File: src/hdl/sha1he_pkg.sv
// Shared types, constants and round functions for the SHA-1 hash engine.
// No dependencies.
package sha1he_pkg;

    localparam int unsigned BLOCK_BYTES = 64;
    localparam int unsigned HASH_WORDS  = 5;
    localparam int unsigned SCHED_WORDS = 16;
    localparam int unsigned ROUNDS      = 80;

    localparam logic [7:0]  PAD_MARK   = 8'h80;
    localparam logic [4:0]  LEN_WORD   = 5'd14;
    localparam logic [4:0]  FULL_WORDS = 5'd16;
    localparam logic [6:0]  LAST_ROUND = 7'd79;
    localparam logic [2:0]  LAST_HWORD = 3'd4;
    localparam logic [2:0]  FIN_DONE   = 3'd5;

    typedef enum logic [3:0] {
        S_IDLE,
        S_PAD,
        S_ZERO,
        S_LEN_HI,
        S_LEN_LO,
        S_ROUND,
        S_FIN,
        S_EMIT_RD,
        S_EMIT_WR
    } t_state;

    typedef struct packed {
        logic        push;
        logic        expand;
        logic [31:0] word;
    } t_sched_ctl;

    typedef struct packed {
        logic       init;
        logic       step;
        logic       rot;
        logic [6:0] round;
    } t_round_ctl;

    function automatic logic [31:0] f_iv(input logic [2:0] idx);
        logic [31:0] v;
        case (idx)
            3'd0:    v = 32'h67452301;
            3'd1:    v = 32'hefcdab89;
            3'd2:    v = 32'h98badcfe;
            3'd3:    v = 32'h10325476;
            3'd4:    v = 32'hc3d2e1f0;
            default: v = 32'h0;
        endcase
        return v;
    endfunction

    function automatic logic [31:0] f_round_k(input logic [6:0] t);
        logic [31:0] k;
        if (t < 7'd20) begin
            k = 32'h5a827999;
        end else if (t < 7'd40) begin
            k = 32'h6ed9eba1;
        end else if (t < 7'd60) begin
            k = 32'h8f1bbcdc;
        end else begin
            k = 32'hca62c1d6;
        end
        return k;
    endfunction

    function automatic logic [31:0] f_round_f(input logic [31:0] x, input logic [31:0] y,
                                              input logic [31:0] z, input logic [6:0] t);
        logic [31:0] f;
        if (t < 7'd20) begin
            f = (x & y) ^ (~x & z);
        end else if (t < 7'd40) begin
            f = x ^ y ^ z;
        end else if (t < 7'd60) begin
            f = (x & y) ^ (x & z) ^ (y & z);
        end else begin
            f = x ^ y ^ z;
        end
        return f;
    endfunction

endpackage

File: src/hdl/sha1he_if.sv
// Valid/ready channel interfaces for the SHA-1 hash engine.
// Depends on nothing.
interface sha1he_in_if;
    logic       valid;
    logic       ready;
    logic       mode;
    logic [7:0] message_byte;
    modport source (output valid, output mode, output message_byte, input ready);
    modport sink (input valid, input mode, input message_byte, output ready);
endinterface

interface sha1he_out_if;
    logic        valid;
    logic        ready;
    logic [31:0] digest_word;
    logic [2:0]  word_index;
    logic        last_word;
    logic        overflow_error;
    modport source (output valid, output digest_word, output word_index, output last_word,
                    output overflow_error, input ready);
    modport sink (input valid, input digest_word, input word_index, input last_word,
                  input overflow_error, output ready);
endinterface

File: src/hdl/sha1he_ram.sv
// Generic single-write, single-read RAM with registered read data.
// No dependencies.
module sha1he_ram #(
    parameter int unsigned WIDTH = 32,
    parameter int unsigned DEPTH = 5
) (
    input  logic                     i_clk,
    input  logic                     i_wr_en,
    input  logic [$clog2(DEPTH)-1:0] i_wr_addr,
    input  logic [WIDTH-1:0]         i_wr_data,
    input  logic                     i_rd_en,
    input  logic [$clog2(DEPTH)-1:0] i_rd_addr,
    output logic [WIDTH-1:0]         o_rd_data
);
    logic [WIDTH-1:0] r_mem [DEPTH];
    logic [WIDTH-1:0] r_rd_data;

    always_ff @(posedge i_clk) begin
        if (i_wr_en) begin
            r_mem[i_wr_addr] <= i_wr_data;
        end
        if (i_rd_en) begin
            r_rd_data <= r_mem[i_rd_addr];
        end
    end

    assign o_rd_data = r_rd_data;
endmodule

File: src/hdl/sha1he_sched.sv
// 16-word message schedule line: loads block words, then expands in place.
// Depends on sha1he_pkg.
module sha1he_sched (
    input  logic                   i_clk,
    input  sha1he_pkg::t_sched_ctl i_ctl,
    output logic [31:0]            o_w0
);
    import sha1he_pkg::*;

    logic [31:0] r_w [SCHED_WORDS];
    logic [31:0] mix;
    logic [31:0] n_tail;

    always_comb begin
        mix    = r_w[13] ^ r_w[8] ^ r_w[2] ^ r_w[0];
        n_tail = i_ctl.expand ? {mix[30:0], mix[31]} : i_ctl.word;
    end

    always_ff @(posedge i_clk) begin
        if (i_ctl.push) begin
            for (int i = 0; i < SCHED_WORDS - 1; i++) begin
                r_w[i] <= r_w[i+1];
            end
            r_w[SCHED_WORDS-1] <= n_tail;
        end
    end

    assign o_w0 = r_w[0];
endmodule

File: src/hdl/sha1he_round.sv
// Working variables a..e, one compression round per cycle while step is set, and hash update rotation.
// Depends on sha1he_pkg.
module sha1he_round (
    input  logic                   i_clk,
    input  logic                   i_rst_n,
    input  sha1he_pkg::t_round_ctl i_ctl,
    input  logic [31:0]            i_w,
    input  logic [31:0]            i_hword,
    output logic [31:0]            o_sum
);
    import sha1he_pkg::*;

    logic [31:0] r_a, r_b, r_c, r_d, r_e;
    logic [31:0] tmp;

    always_comb begin
        tmp   = {r_a[26:0], r_a[31:27]} + f_round_f(r_b, r_c, r_d, i_ctl.round)
              + r_e + f_round_k(i_ctl.round) + i_w;
        o_sum = i_hword + r_a;
    end

    always_ff @(posedge i_clk) begin
        if (!i_rst_n || i_ctl.init) begin
            r_a <= f_iv(3'd0);
            r_b <= f_iv(3'd1);
            r_c <= f_iv(3'd2);
            r_d <= f_iv(3'd3);
            r_e <= f_iv(3'd4);
        end else if (i_ctl.step) begin
            r_a <= tmp;
            r_b <= r_a;
            r_c <= {r_b[1:0], r_b[31:2]};
            r_d <= r_c;
            r_e <= r_d;
        end else if (i_ctl.rot) begin
            // after five turns a..e hold the updated hash words
            r_a <= r_b;
            r_b <= r_c;
            r_c <= r_d;
            r_d <= r_e;
            r_e <= o_sum;
        end
    end
endmodule

File: src/hdl/sha1_hash_engine_top.sv
// SHA-1 hash engine top level: sequencer, hash word memory, output register.
// Depends on sha1he_pkg, sha1he_if, sha1he_ram, sha1he_sched, sha1he_round.
//
//  channel    dir  beat contents
//  i_in_ch    in   mode, message_byte
//  o_out_ch   out  digest_word, word_index, last_word, overflow_error
//
// The idle sequencer takes message bytes while ready; the 64th byte of a block
// then starts the compression rounds and a read-add-write pass on the hash
// word memory. A finish loads pad, zero and length words ahead of each of its
// one or two compressions, then emits each digest beat through the S_EMIT_RD
// and S_EMIT_WR states. A byte refused on overflow gets an error beat.
// Hash memory entries carry valid bits; no clearing pass after reset.
// Input is held off while busy or while a waiting result is not taken.
module sha1_hash_engine_top (
    input  logic                i_clk,
    input  logic                i_rst_n,
    sha1he_in_if.sink           i_in_ch,
    sha1he_out_if.source        o_out_ch
);
    import sha1he_pkg::*;

    t_state      r_state, n_state, r_ret, n_ret;
    logic [60:0] r_cnt, n_cnt;
    logic [23:0] r_word, n_word;
    logic [4:0]  r_wcnt, n_wcnt;
    logic [6:0]  r_round, n_round;
    logic [2:0]  r_idx, n_idx;
    logic [4:0]  r_hvalid, n_hvalid;
    logic        r_rd_iv;
    logic [2:0]  r_rd_idx;
    logic        r_out_valid, n_out_valid;
    logic [31:0] r_out_word, n_out_word;
    logic [2:0]  r_out_idx, n_out_idx;
    logic        r_out_last, n_out_last;
    logic        r_out_err, n_out_err;

    logic        out_free, in_ready, in_fire, ovf, absorb, refuse, finish, restart;
    logic [5:0]  pos;
    logic [31:0] pad_word;
    t_sched_ctl  sched_ctl;
    t_round_ctl  round_ctl;
    logic [31:0] w0, rd_data, hword, hsum;
    logic        rd_en, wr_en;
    logic [2:0]  rd_addr, wr_addr;

    assign out_free = !r_out_valid || o_out_ch.ready;
    assign in_fire  = i_in_ch.valid && in_ready;
    assign ovf      = &r_cnt;
    assign absorb   = in_fire && !i_in_ch.mode && !ovf;
    assign refuse   = in_fire && !i_in_ch.mode && ovf;
    assign finish   = in_fire && i_in_ch.mode;
    assign pos      = r_cnt[5:0];
    assign hword    = r_rd_iv ? f_iv(r_rd_idx) : rd_data;
    assign restart  = (r_state == S_EMIT_WR) && out_free && (r_idx == LAST_HWORD);

    always_comb begin
        case (pos[1:0])
            2'd0:    pad_word = {PAD_MARK, 24'h0};
            2'd1:    pad_word = {r_word[7:0], PAD_MARK, 16'h0};
            2'd2:    pad_word = {r_word[15:0], PAD_MARK, 8'h0};
            default: pad_word = {r_word[23:0], PAD_MARK};
        endcase
    end

    // next state and register updates
    always_comb begin
        n_state     = r_state;
        n_ret       = r_ret;
        n_cnt       = r_cnt;
        n_word      = r_word;
        n_wcnt      = r_wcnt;
        n_round     = r_round;
        n_idx       = r_idx;
        n_hvalid    = r_hvalid;
        n_out_valid = r_out_valid && !o_out_ch.ready;
        n_out_word  = r_out_word;
        n_out_idx   = r_out_idx;
        n_out_last  = r_out_last;
        n_out_err   = r_out_err;
        if (wr_en) begin
            n_hvalid[wr_addr] = 1'b1;
        end
        case (r_state)
            S_IDLE: begin
                if (absorb) begin
                    n_cnt  = 61'(r_cnt + 61'd1);
                    n_word = {r_word[15:0], i_in_ch.message_byte};
                    if (pos == 6'(BLOCK_BYTES - 1)) begin
                        n_state = S_ROUND;
                        n_round = '0;
                        n_ret   = S_IDLE;
                    end
                end else if (refuse) begin
                    n_out_valid = 1'b1;
                    n_out_word  = '0;
                    n_out_idx   = '0;
                    n_out_last  = 1'b0;
                    n_out_err   = 1'b1;
                end else if (finish) begin
                    n_state = S_PAD;
                end
            end
            S_PAD: begin
                n_wcnt  = {1'b0, pos[5:2]} + 5'd1;
                n_state = S_ZERO;
            end
            S_ZERO: begin
                if (r_wcnt == LEN_WORD) begin
                    n_state = S_LEN_HI;
                end else if (r_wcnt == FULL_WORDS) begin
                    n_wcnt  = '0;
                    n_state = S_ROUND;
                    n_round = '0;
                    n_ret   = S_ZERO;
                end else begin
                    n_wcnt = r_wcnt + 5'd1;
                end
            end
            S_LEN_HI: begin
                n_state = S_LEN_LO;
            end
            S_LEN_LO: begin
                n_state = S_ROUND;
                n_round = '0;
                n_ret   = S_EMIT_RD;
            end
            S_ROUND: begin
                n_round = r_round + 7'd1;
                if (r_round == LAST_ROUND) begin
                    n_state = S_FIN;
                    n_idx   = '0;
                end
            end
            S_FIN: begin
                n_idx = r_idx + 3'd1;
                if (r_idx == FIN_DONE) begin
                    n_idx   = '0;
                    n_state = r_ret;
                end
            end
            S_EMIT_RD: begin
                n_state = S_EMIT_WR;
            end
            S_EMIT_WR: begin
                if (out_free) begin
                    n_out_valid = 1'b1;
                    n_out_word  = hword;
                    n_out_idx   = r_idx;
                    n_out_last  = (r_idx == LAST_HWORD);
                    n_out_err   = 1'b0;
                    if (r_idx == LAST_HWORD) begin
                        n_idx    = '0;
                        n_cnt    = '0;
                        n_hvalid = '0;
                        n_state  = S_IDLE;
                    end else begin
                        n_idx   = r_idx + 3'd1;
                        n_state = S_EMIT_RD;
                    end
                end
            end
            default: begin
                n_state = S_IDLE;
            end
        endcase
    end

    // control outputs
    always_comb begin
        in_ready         = 1'b0;
        sched_ctl        = '0;
        round_ctl        = '0;
        round_ctl.round  = r_round;
        round_ctl.init   = restart;
        rd_en            = 1'b0;
        rd_addr          = r_idx;
        wr_en            = 1'b0;
        wr_addr          = r_idx - 3'd1;
        case (r_state)
            S_IDLE: begin
                in_ready = out_free;
                if (absorb && (pos[1:0] == 2'd3)) begin
                    sched_ctl.push = 1'b1;
                    sched_ctl.word = {r_word, i_in_ch.message_byte};
                end
            end
            S_PAD: begin
                sched_ctl.push = 1'b1;
                sched_ctl.word = pad_word;
            end
            S_ZERO: begin
                sched_ctl.push = (r_wcnt != LEN_WORD) && (r_wcnt != FULL_WORDS);
            end
            S_LEN_HI: begin
                sched_ctl.push = 1'b1;
                sched_ctl.word = r_cnt[60:29];
            end
            S_LEN_LO: begin
                sched_ctl.push = 1'b1;
                sched_ctl.word = {r_cnt[28:0], 3'b000};
            end
            S_ROUND: begin
                sched_ctl.push   = 1'b1;
                sched_ctl.expand = 1'b1;
                round_ctl.step   = 1'b1;
            end
            S_FIN: begin
                rd_en         = (r_idx != FIN_DONE);
                wr_en         = (r_idx != 3'd0);
                round_ctl.rot = (r_idx != 3'd0);
            end
            S_EMIT_RD: begin
                rd_en = 1'b1;
            end
            S_EMIT_WR: begin
            end
            default: begin
            end
        endcase
    end

    always_ff @(posedge i_clk) begin
        if (!i_rst_n) begin
            r_state     <= S_IDLE;
            r_ret       <= S_IDLE;
            r_cnt       <= '0;
            r_wcnt      <= '0;
            r_round     <= '0;
            r_idx       <= '0;
            r_hvalid    <= '0;
            r_rd_iv     <= 1'b1;
            r_rd_idx    <= '0;
            r_out_valid <= 1'b0;
        end else begin
            r_state     <= n_state;
            r_ret       <= n_ret;
            r_cnt       <= n_cnt;
            r_wcnt      <= n_wcnt;
            r_round     <= n_round;
            r_idx       <= n_idx;
            r_hvalid    <= n_hvalid;
            r_out_valid <= n_out_valid;
            if (rd_en) begin
                r_rd_iv  <= !r_hvalid[rd_addr];
                r_rd_idx <= rd_addr;
            end
        end
    end

    always_ff @(posedge i_clk) begin
        r_word     <= n_word;
        r_out_word <= n_out_word;
        r_out_idx  <= n_out_idx;
        r_out_last <= n_out_last;
        r_out_err  <= n_out_err;
    end

    sha1he_ram #(
        .WIDTH(32),
        .DEPTH(HASH_WORDS)
    ) u_hash_ram (
        .i_clk     (i_clk),
        .i_wr_en   (wr_en),
        .i_wr_addr (wr_addr),
        .i_wr_data (hsum),
        .i_rd_en   (rd_en),
        .i_rd_addr (rd_addr),
        .o_rd_data (rd_data)
    );

    sha1he_sched u_sched (
        .i_clk (i_clk),
        .i_ctl (sched_ctl),
        .o_w0  (w0)
    );

    sha1he_round u_round (
        .i_clk   (i_clk),
        .i_rst_n (i_rst_n),
        .i_ctl   (round_ctl),
        .i_w     (w0),
        .i_hword (hword),
        .o_sum   (hsum)
    );

    assign i_in_ch.ready           = in_ready;
    assign o_out_ch.valid          = r_out_valid;
    assign o_out_ch.digest_word    = r_out_word;
    assign o_out_ch.word_index     = r_out_idx;
    assign o_out_ch.last_word      = r_out_last;
    assign o_out_ch.overflow_error = r_out_err;

    a_round_start: assert property (@(posedge i_clk) disable iff (!i_rst_n)
        (r_state != S_ROUND && n_state == S_ROUND) |=> (r_round == 7'd0))
        else $error("compression started mid-count");

    a_wcnt_range: assert property (@(posedge i_clk) disable iff (!i_rst_n)
        (r_state == S_ZERO) |-> (r_wcnt <= FULL_WORDS))
        else $error("schedule fill count out of range");

    a_ram_ports: assert property (@(posedge i_clk) disable iff (!i_rst_n)
        (wr_en && rd_en) |-> (wr_addr != rd_addr))
        else $error("hash memory read and write hit one entry");

    a_last_beat: assert property (@(posedge i_clk) disable iff (!i_rst_n)
        (r_out_valid && r_out_last) |-> (r_out_idx == LAST_HWORD && !r_out_err))
        else $error("bad final digest beat");

    a_restart: assert property (@(posedge i_clk) disable iff (!i_rst_n)
        restart |=> (r_hvalid == 5'd0 && r_cnt == 61'd0))
        else $error("hash state not restarted after digest");
endmodule
File: src/flat_wrapper.sv
// flat-port wrapper written by rule: the top's interface ports become plain ports
module sha1_hash_engine_top_flat import sha1he_pkg::*;
  (i_clk, i_rst_n, i_in_ch_valid, i_in_ch_mode, i_in_ch_message_byte, i_in_ch_ready, o_out_ch_valid, o_out_ch_digest_word, o_out_ch_word_index, o_out_ch_last_word, o_out_ch_overflow_error, o_out_ch_ready);
  sha1he_in_if i_in_ch_i ();
  sha1he_out_if o_out_ch_i ();
  input  logic i_clk;
  input  logic i_rst_n;
  input wire logic [$bits(i_in_ch_i.valid)-1:0] i_in_ch_valid;
  input wire logic [$bits(i_in_ch_i.mode)-1:0] i_in_ch_mode;
  input wire logic [$bits(i_in_ch_i.message_byte)-1:0] i_in_ch_message_byte;
  output wire logic [$bits(i_in_ch_i.ready)-1:0] i_in_ch_ready;
  output wire logic [$bits(o_out_ch_i.valid)-1:0] o_out_ch_valid;
  output wire logic [$bits(o_out_ch_i.digest_word)-1:0] o_out_ch_digest_word;
  output wire logic [$bits(o_out_ch_i.word_index)-1:0] o_out_ch_word_index;
  output wire logic [$bits(o_out_ch_i.last_word)-1:0] o_out_ch_last_word;
  output wire logic [$bits(o_out_ch_i.overflow_error)-1:0] o_out_ch_overflow_error;
  input wire logic [$bits(o_out_ch_i.ready)-1:0] o_out_ch_ready;
  assign i_in_ch_i.valid = i_in_ch_valid;
  assign i_in_ch_i.mode = i_in_ch_mode;
  assign i_in_ch_i.message_byte = i_in_ch_message_byte;
  assign i_in_ch_ready = i_in_ch_i.ready;
  assign o_out_ch_valid = o_out_ch_i.valid;
  assign o_out_ch_digest_word = o_out_ch_i.digest_word;
  assign o_out_ch_word_index = o_out_ch_i.word_index;
  assign o_out_ch_last_word = o_out_ch_i.last_word;
  assign o_out_ch_overflow_error = o_out_ch_i.overflow_error;
  assign o_out_ch_i.ready = o_out_ch_ready;
  sha1_hash_engine_top u_core (.i_clk(i_clk), .i_rst_n(i_rst_n), .i_in_ch(i_in_ch_i), .o_out_ch(o_out_ch_i));
endmodule
File: config.mk
export PLATFORM = sky130hd
export DESIGN_NAME = sha1_hash_engine_top_flat
export DESIGN_NICKNAME = d
export VERILOG_FILES = /design/src/hdl/sha1he_pkg.sv /design/src/hdl/sha1he_if.sv /design/src/hdl/sha1he_ram.sv /design/src/hdl/sha1he_sched.sv /design/src/hdl/sha1he_round.sv /design/src/hdl/sha1_hash_engine_top.sv /design/src/flat_wrapper.sv
export SDC_FILE = /design/constraint.sdc
export NUM_CORES = 2
export LEC_CHECK = 0
export ABC_CLOCK_PERIOD_IN_PS = 27200
export BUFFER_PORTS_ARGS = -buffer_cell sky130_fd_sc_hd__buf_2
export CORE_MARGIN = 1.5
export CORE_UTILIZATION = 50
export CTS_CLUSTER_SIZE = 20
export DETAILED_ROUTE_END_ITERATION = 10
export GPL_TIMING_DRIVEN = 0
export PLACE_DENSITY_LB_ADDON = 0.1
export SYNTH_ARGS = -nofsm -noshare
export SYNTH_HDL_FRONTEND = slang
export SYNTH_SLANG_ARGS = --single-unit
File: constraint.sdc
create_clock -name i_clk -period 27.2 [get_ports i_clk]
set_input_delay 4.08 -clock i_clk [delete_from_list [all_inputs] [get_ports i_clk]]
set_output_delay 4.08 -clock i_clk [all_outputs]
set_load 0.005 [all_outputs]
After elaboration in Yosys (flattened, before gate mapping)

Memory sizes are Yosys's and may differ from the RTL's. A register that Yosys moved wholly into a read port is not among the register bits.
Index checks and enable logic that the tools add are counted.

$add $sub $neg: 11
Order comparisons: 6
Equality and inequality tests: 38
Muxes and demuxes: 93
Bitwise gates (word level): 14
Reductions and logical operators: 39

Operators by type and width:

| operator                                                                | number |
|---|---|
| 32-bit 2-to-1 mux                                                       | 21 |
| 32-bit bitwise XOR                                                      | 8 |
| 61-bit 2-to-1 mux                                                       | 3 |
| 32-bit adder                                                            | 5 |
| 32-bit case mux with 5 select lines                                     | 1 |
| 32-bit bitwise AND                                                      | 4 |
| 32-bit case mux with 4 select lines                                     | 1 |
| 61-bit case mux with 2 select lines                                     | 1 |
| 32-bit case mux with 3 select lines                                     | 1 |
| 32-bit case mux with 2 select lines                                     | 1 |
| 61-bit by 1-bit adder with 61-bit output, second input constant         | 1 |
| 61-bit AND reduction                                                    | 1 |
| 4-bit 2-to-1 mux                                                        | 13 |
| 4-bit case mux with 9 select lines                                      | 1 |
| 32-bit NOT                                                              | 1 |
| 31-bit 2-to-1 mux                                                       | 1 |
| 5-bit 2-to-1 mux                                                        | 6 |
| 7-bit 2-to-1 mux                                                        | 4 |
| 7-bit case mux with 4 select lines                                      | 1 |
| 3-bit 2-to-1 mux                                                        | 8 |
| 1-bit 2-to-1 mux                                                        | 19 |
| 4-bit by 3-bit equality test with 1-bit output, second input constant   | 4 |
| 7-bit by 6-bit < comparator with 1-bit output, second input constant    | 2 |
| 2-bit by 1-bit inequality test with 1-bit output, second input constant | 7 |
| 50 further kinds                                                        | 86 |

Flip-flop bits (word level): 315
Bits in writable memories: 672
Bits of input ports: 13
Output and inout bits: 39
Logic and storage cells: 223
Memories kept: 2

Memories:

| memory                  | words | bits a word | read ports | clocked after memory_dff | write ports | line               | source |
|---|---|---|---|---|---|---|---|
| u_core.u_sched.r_w      | 16    | 32          | 16         | 0                        | 16          | sha1he_sched.sv:10 | `logic [31:0] r_w [SCHED_WORDS];` |
| u_core.u_hash_ram.r_mem | 5     | 32          | 1          | 1                        | 1           | sha1he_ram.sv:15   | `logic [WIDTH-1:0] r_mem [DEPTH];` |

Longest topological paths before layout

Word-level depth: 11
Gate-level depth with buffers: 24
Gate-level depth less buffers: 23

By module

A second synthesis with hierarchy kept.

Cells, all modules: 3751
Area, all modules: 46378.2 um^2

Modules (own cells, without submodules):

| module               | times used | cells an instance | area each (um^2) | sequential area each (um^2) |
|---|---|---|---|---|
| sha1he_sched         | 1          | 711               | 16781.1          | 15374.7 |
| sha1he_round         | 1          | 1750              | 14332.5          | 3203.1 |
| sha1_hash_engine_top | 1          | 909               | 8034.0           | 3673.5 |
| sha1he_ram           | 1          | 381               | 7230.7           | 5765.5 |

Least setup slack after synthesis

OpenSTA, ideal clock, no wires.

Path type: input to register
Start point: input o_out_ch_ready
End point: memory u_core.u_sched.r_w[0][0] (enable)
Data arrival time: 17.752 ns
Data required time: 26.216 ns
Path slack: 8.465 ns
Stages on the path: 6
Path through: nand2b_1 -> nand2_1 -> or3_1 -> buf_2 -> nor3_1 -> o41a_1

RTL lines:

| element     | line               | source |
|---|---|---|
| from (decl) | flat_wrapper.sv:17 | `input wire logic [$bits(o_out_ch_i.ready)-1:0] o_out_ch_ready;` |
| to (decl)   | sha1he_sched.sv:10 |  |

Worst setup path in the final report

Start point: input o_out_ch_ready
End point: output i_in_ch_ready

Longest elaborated chain between the ends: 2

Ends and longest elaborated chain:

| element          | line                        | source |
|---|---|---|
| 1-bit logical OR | sha1_hash_engine_top.sv:47  | `assign out_free = !r_out_valid \|\| o_out_ch.ready;` |
| 1-bit 2-to-1 mux | sha1_hash_engine_top.sv:180 | `case (r_state)` |
| to (decl)        | flat_wrapper.sv:11          | `output wire logic [$bits(i_in_ch_i.ready)-1:0] i_in_ch_ready;` |

No other way between the ends.

==> impl_metrics.csv <==
group,metric,value,unit
timing,max_slew_margin,0.0431,
setup_path,crit_path_max_fanout,5,
detailed_routing,drc_errors,0,
global_routing,overflow,0,
final_layout,stdcell_area,50400,um^2
timing,hold_viol,0,
detailed_routing,highest_layer,"met4",
timing,timing.setup.tns,0,ps
timing,setup_slack,18110,ps
setup_path,crit_start,"o_out_ch_ready",
yosys,yosysWarningCount,0,
setup_path,worstPathArrival,5010,ps
detailed_routing,met3_length,7890,um
cts,numCtsBuffers,106,
timing,finalSetupViolations,0,
detailed_routing,ant_nets,0,
cts,clkSinkCount,1017,
timing,grt_setup_unrepaired,"no",
yosys,synth_top_family_by_area,"compound AO/OA/AOI/OAI gates",
yosys,ys_seq_area_frac,0.628,
detailed_routing,dr.first_iter.drc_count,2746,
pwr,p_sw,2.02,mW
cts,cts_resized,0,
timing,min_period,9090,ps
yosys,synthMuxAreaShare,0.0261,
global_routing,grt_pass1_vias,28100,
yosys,syn-cell-area,44600,um^2
setup_path,endpoint,"i_in_ch_ready",
final_layout,drive_gt1_frac,0.100,
die,die_width,302,um
pwr,sw_frac_of_total,0.341,
placement,io_buffers,50,
hold_path,hp-class,"flop to flop",
yosys,synthArstFlopShare,0,
placement,hpwl,96300,um
cts,insertion_delay,720,ps
cts,clk_path_buf_depth,3,
run,cap_viol_max_count,0,
cts,postCtsSetupBuffers,0,
timing,tightest_slew,1420,ps
die,top_level_ports,52,
timing,skew,38.8,ps
yosys,synth_seq_cells,1017,
yosys,synth_xor_area_frac,0.0400,
die,dieHeight,302,um
yosys,synth_compound_area_frac,0.0991,
pwr,power_frac_seq,0.447,
cts,clk_pin_slew_worst_paths,60,ps
final_layout,layout_common_cells,"765 x edfxtp_1, 363 x nand2_1, 266 x inv_1",
pwr,pwr-share-clk,0.247,
status,outcome,"completed",
setup_path,worstSetupEndpointType,"output pin",
die,die_area,91000,um^2
yosys,synth-edff-count,765,
final_layout,final_common_cell,"edfxtp_1",
cts,holdBufCountCts,0,
detailed_routing,dr.pass1.iters,9,
yosys,synth_fa_ha_area_frac,0.0770,
placement,placed_cell_area,46900,um^2
detailed_routing,wl_met2,60400,um
pwr,p_int,3.92,mW
detailed_routing,viasPerCell,5.86,
timing,finalMaxSlewViolations,0,
die,initial_core_util,0.505,
detailed_routing,vias,28500,
setup_path,required,23120,ps
final_layout,syn2layout_area_growth,13.1,%
placement,routabilityCongestion,0.986,
pwr,power.leakage,18.3,nW
cts,cts_tree,"yes",
yosys,netlist-cell-type-count,94,
placement,dp_slack,18080,ps
final_layout,nFillCells,7230,
yosys,synthesis.nets,3642,
cts,cts_root_buf,"clkbuf_16",
setup_path,rrSetupSlack,18910,ps
setup_path,worstReg2RegEnd,"u_core.u_round.r_a[26]",
detailed_routing,routedWlPerCell,26.7,um
global_routing,grt_start_max_net_pins,46,
timing,fmax,110,MHz
die,row_count,109,
global_routing,grt_pass1_wl,190000,um
cts,cts-htree-levels,3,
setup_path,start_kind,"input pin",
yosys,synth-simple-area-share,0.0929,
yosys,syn_avg_cell_area,13.0,um^2
setup_path,crit_type,"input pin to output pin",
pwr,total_power,5.94,mW
detailed_routing,met1Wirelength,53900,um
pwr,combPwrFrac,0.306,
global_routing,antenna_found_initial,0,
yosys,netlist_instances,3428,
die,core,88400,um^2
global_routing,grt_usage,0.289,
pwr,peakVddDrop,95.9,uV
setup_path,r2r_start,"u_core.r_round[5]",
timing,fin_crit_sh,0.334,
detailed_routing,totalWireLength,130000,um
final_layout,fin_nets,3831,
setup_path,reg2regPathDepth,23,
pwr,power_density,118,nW/um^2
yosys,synth-main-ff-cell,"edfxtp_1",
## flip-flops by register name (all words and copies together) (netlist names), 2 cells and up
signal,cells
u_core.o_out_ch.digest_word,32
u_core.o_out_ch.word_index,3
u_core.r_cnt,61
u_core.r_hvalid,5
u_core.r_idx,3
u_core.r_rd_idx,3
u_core.r_ret,2
u_core.r_round,7
u_core.r_state,4
u_core.r_wcnt,5
u_core.r_word,24
u_core.u_hash_ram.o_rd_data,32
u_core.u_hash_ram.r_mem,160
u_core.u_round.r_a,32
u_core.u_round.r_b,32
u_core.u_round.r_c,32
u_core.u_round.r_d,32
u_core.u_round.r_e,32
u_core.u_sched.r_w,512
## Yosys cell counts, drive strengths merged, types with 25 or more instances
cell type | n | area share
a21oi | 133 | 0.015
a221oi | 26 | 0.0052
a222oi | 45 | 0.010
a22oi | 99 | 0.017
and2 | 37 | 0.0052
buf | 27 | 0.0033
clkbuf | 123 | 0.010
dfxtp | 252 | 0.11
edfxtp | 765 | 0.52
fa | 121 | 0.054
ha | 80 | 0.022
inv | 268 | 0.023
mux2i | 25 | 0.0056
mux4 | 33 | 0.017
nand2 | 365 | 0.031
nand3 | 75 | 0.0084
nor2 | 188 | 0.016
nor3 | 56 | 0.0067
o211ai | 37 | 0.0062
o21ai | 121 | 0.014
o22ai | 30 | 0.0045
xnor2 | 148 | 0.029
xor2 | 55 | 0.011
## how the worst min path moves through the flow
stage                          startpoint                         end  slack [ps]  depth (start not counted)
5_1_grt        u_core.u_sched.r_w[1][156]  u_core.u_sched.r_w[1][124]         410                          0
6_report        u_core.u_sched.r_w[0][54]   u_core.u_sched.r_w[0][22]         400                          0
3_3_place_gp   u_core.u_sched.r_w[1][143]  u_core.u_sched.r_w[1][111]         400                          0
4_1_cts        u_core.u_sched.r_w[1][156]  u_core.u_sched.r_w[1][124]         400                          0
2_1_floorplan   u_core.u_sched.r_w[0][32]    u_core.u_sched.r_w[0][0]         400                          0
3_5_place_dp   u_core.u_sched.r_w[0][139]  u_core.u_sched.r_w[0][107]         400                          0
## cell families (layout without fill, tap and decap cells)
| kind of cell | count (synthesis) | in the layout |
|---|---|---|
| buffers and inverters | 421 | 699 |
| adders and majority gates | 202 | 202 |
| other | 0 | 1 |
| muxes | 73 | 73 |
| AOI/OAI and AO/OA | 639 | 639 |
| xor gates and xnor gates | 203 | 203 |
| and+or+nand+nor | 873 | 873 |
| DFF | 1017 | 1017 |
## cell type report
| class | instances | area (um^2) | share of cell area |
|---|---|---|---|
| antenna | 1 | 2.50 | 0.0000496 |
| buffer | 150 | 608 | 0.0121 |
| inverter | 271 | 1020 | 0.0202 |
| tap | 1165 | 1460 | 0.0289 |
| clock inverter | 64 | 756 | 0.0150 |
| clock buffer | 133 | 2790 | 0.0554 |
| timing repair buffer | 81 | 766 | 0.0152 |
| sequential | 1017 | 28000 | 0.556 |
| multi-input combinational | 1990 | 15000 | 0.298 |
## routing by layer
| layer | up-vias | GRT usage |
|---|---|---|
| met1 | 14300 | 0.382 |
| met2 | 1055 | 0.457 |
| met5 | - | 0 |
| met4 | 0 | 0.166 |
| met3 | 261 | 0.0450 |
| li1 | 12900 | - |
## metrics by stage
stage | hold WS [ps] | cells | utilization
floorplan | 400 | 3428 | -
global placement | 401 | 4643 | 0.524
detailed placement | 405 | 4674 | 0.530
CTS | 397 | 4871 | 0.570
global route | 414 | 4871 | 0.570
finish | 400 | 4872 | 0.570
## power by group through the flow
stage	Clock (mW)	Combinational, mW	Sequential (mW)
floorplan	0	1.20	2.94
global placement	0	1.65	3.08
detailed placement	0	1.82	2.68
CTS	1.50	1.83	2.66
global route	1.55	2.01	2.70
finish	1.47	1.82	2.66
## critical path, stage by stage
cell and delay [ps]:
buf_2 110, nor2b_1 530, nor2_1 120, buf_2 160
(Power assumes the default switching activity.)
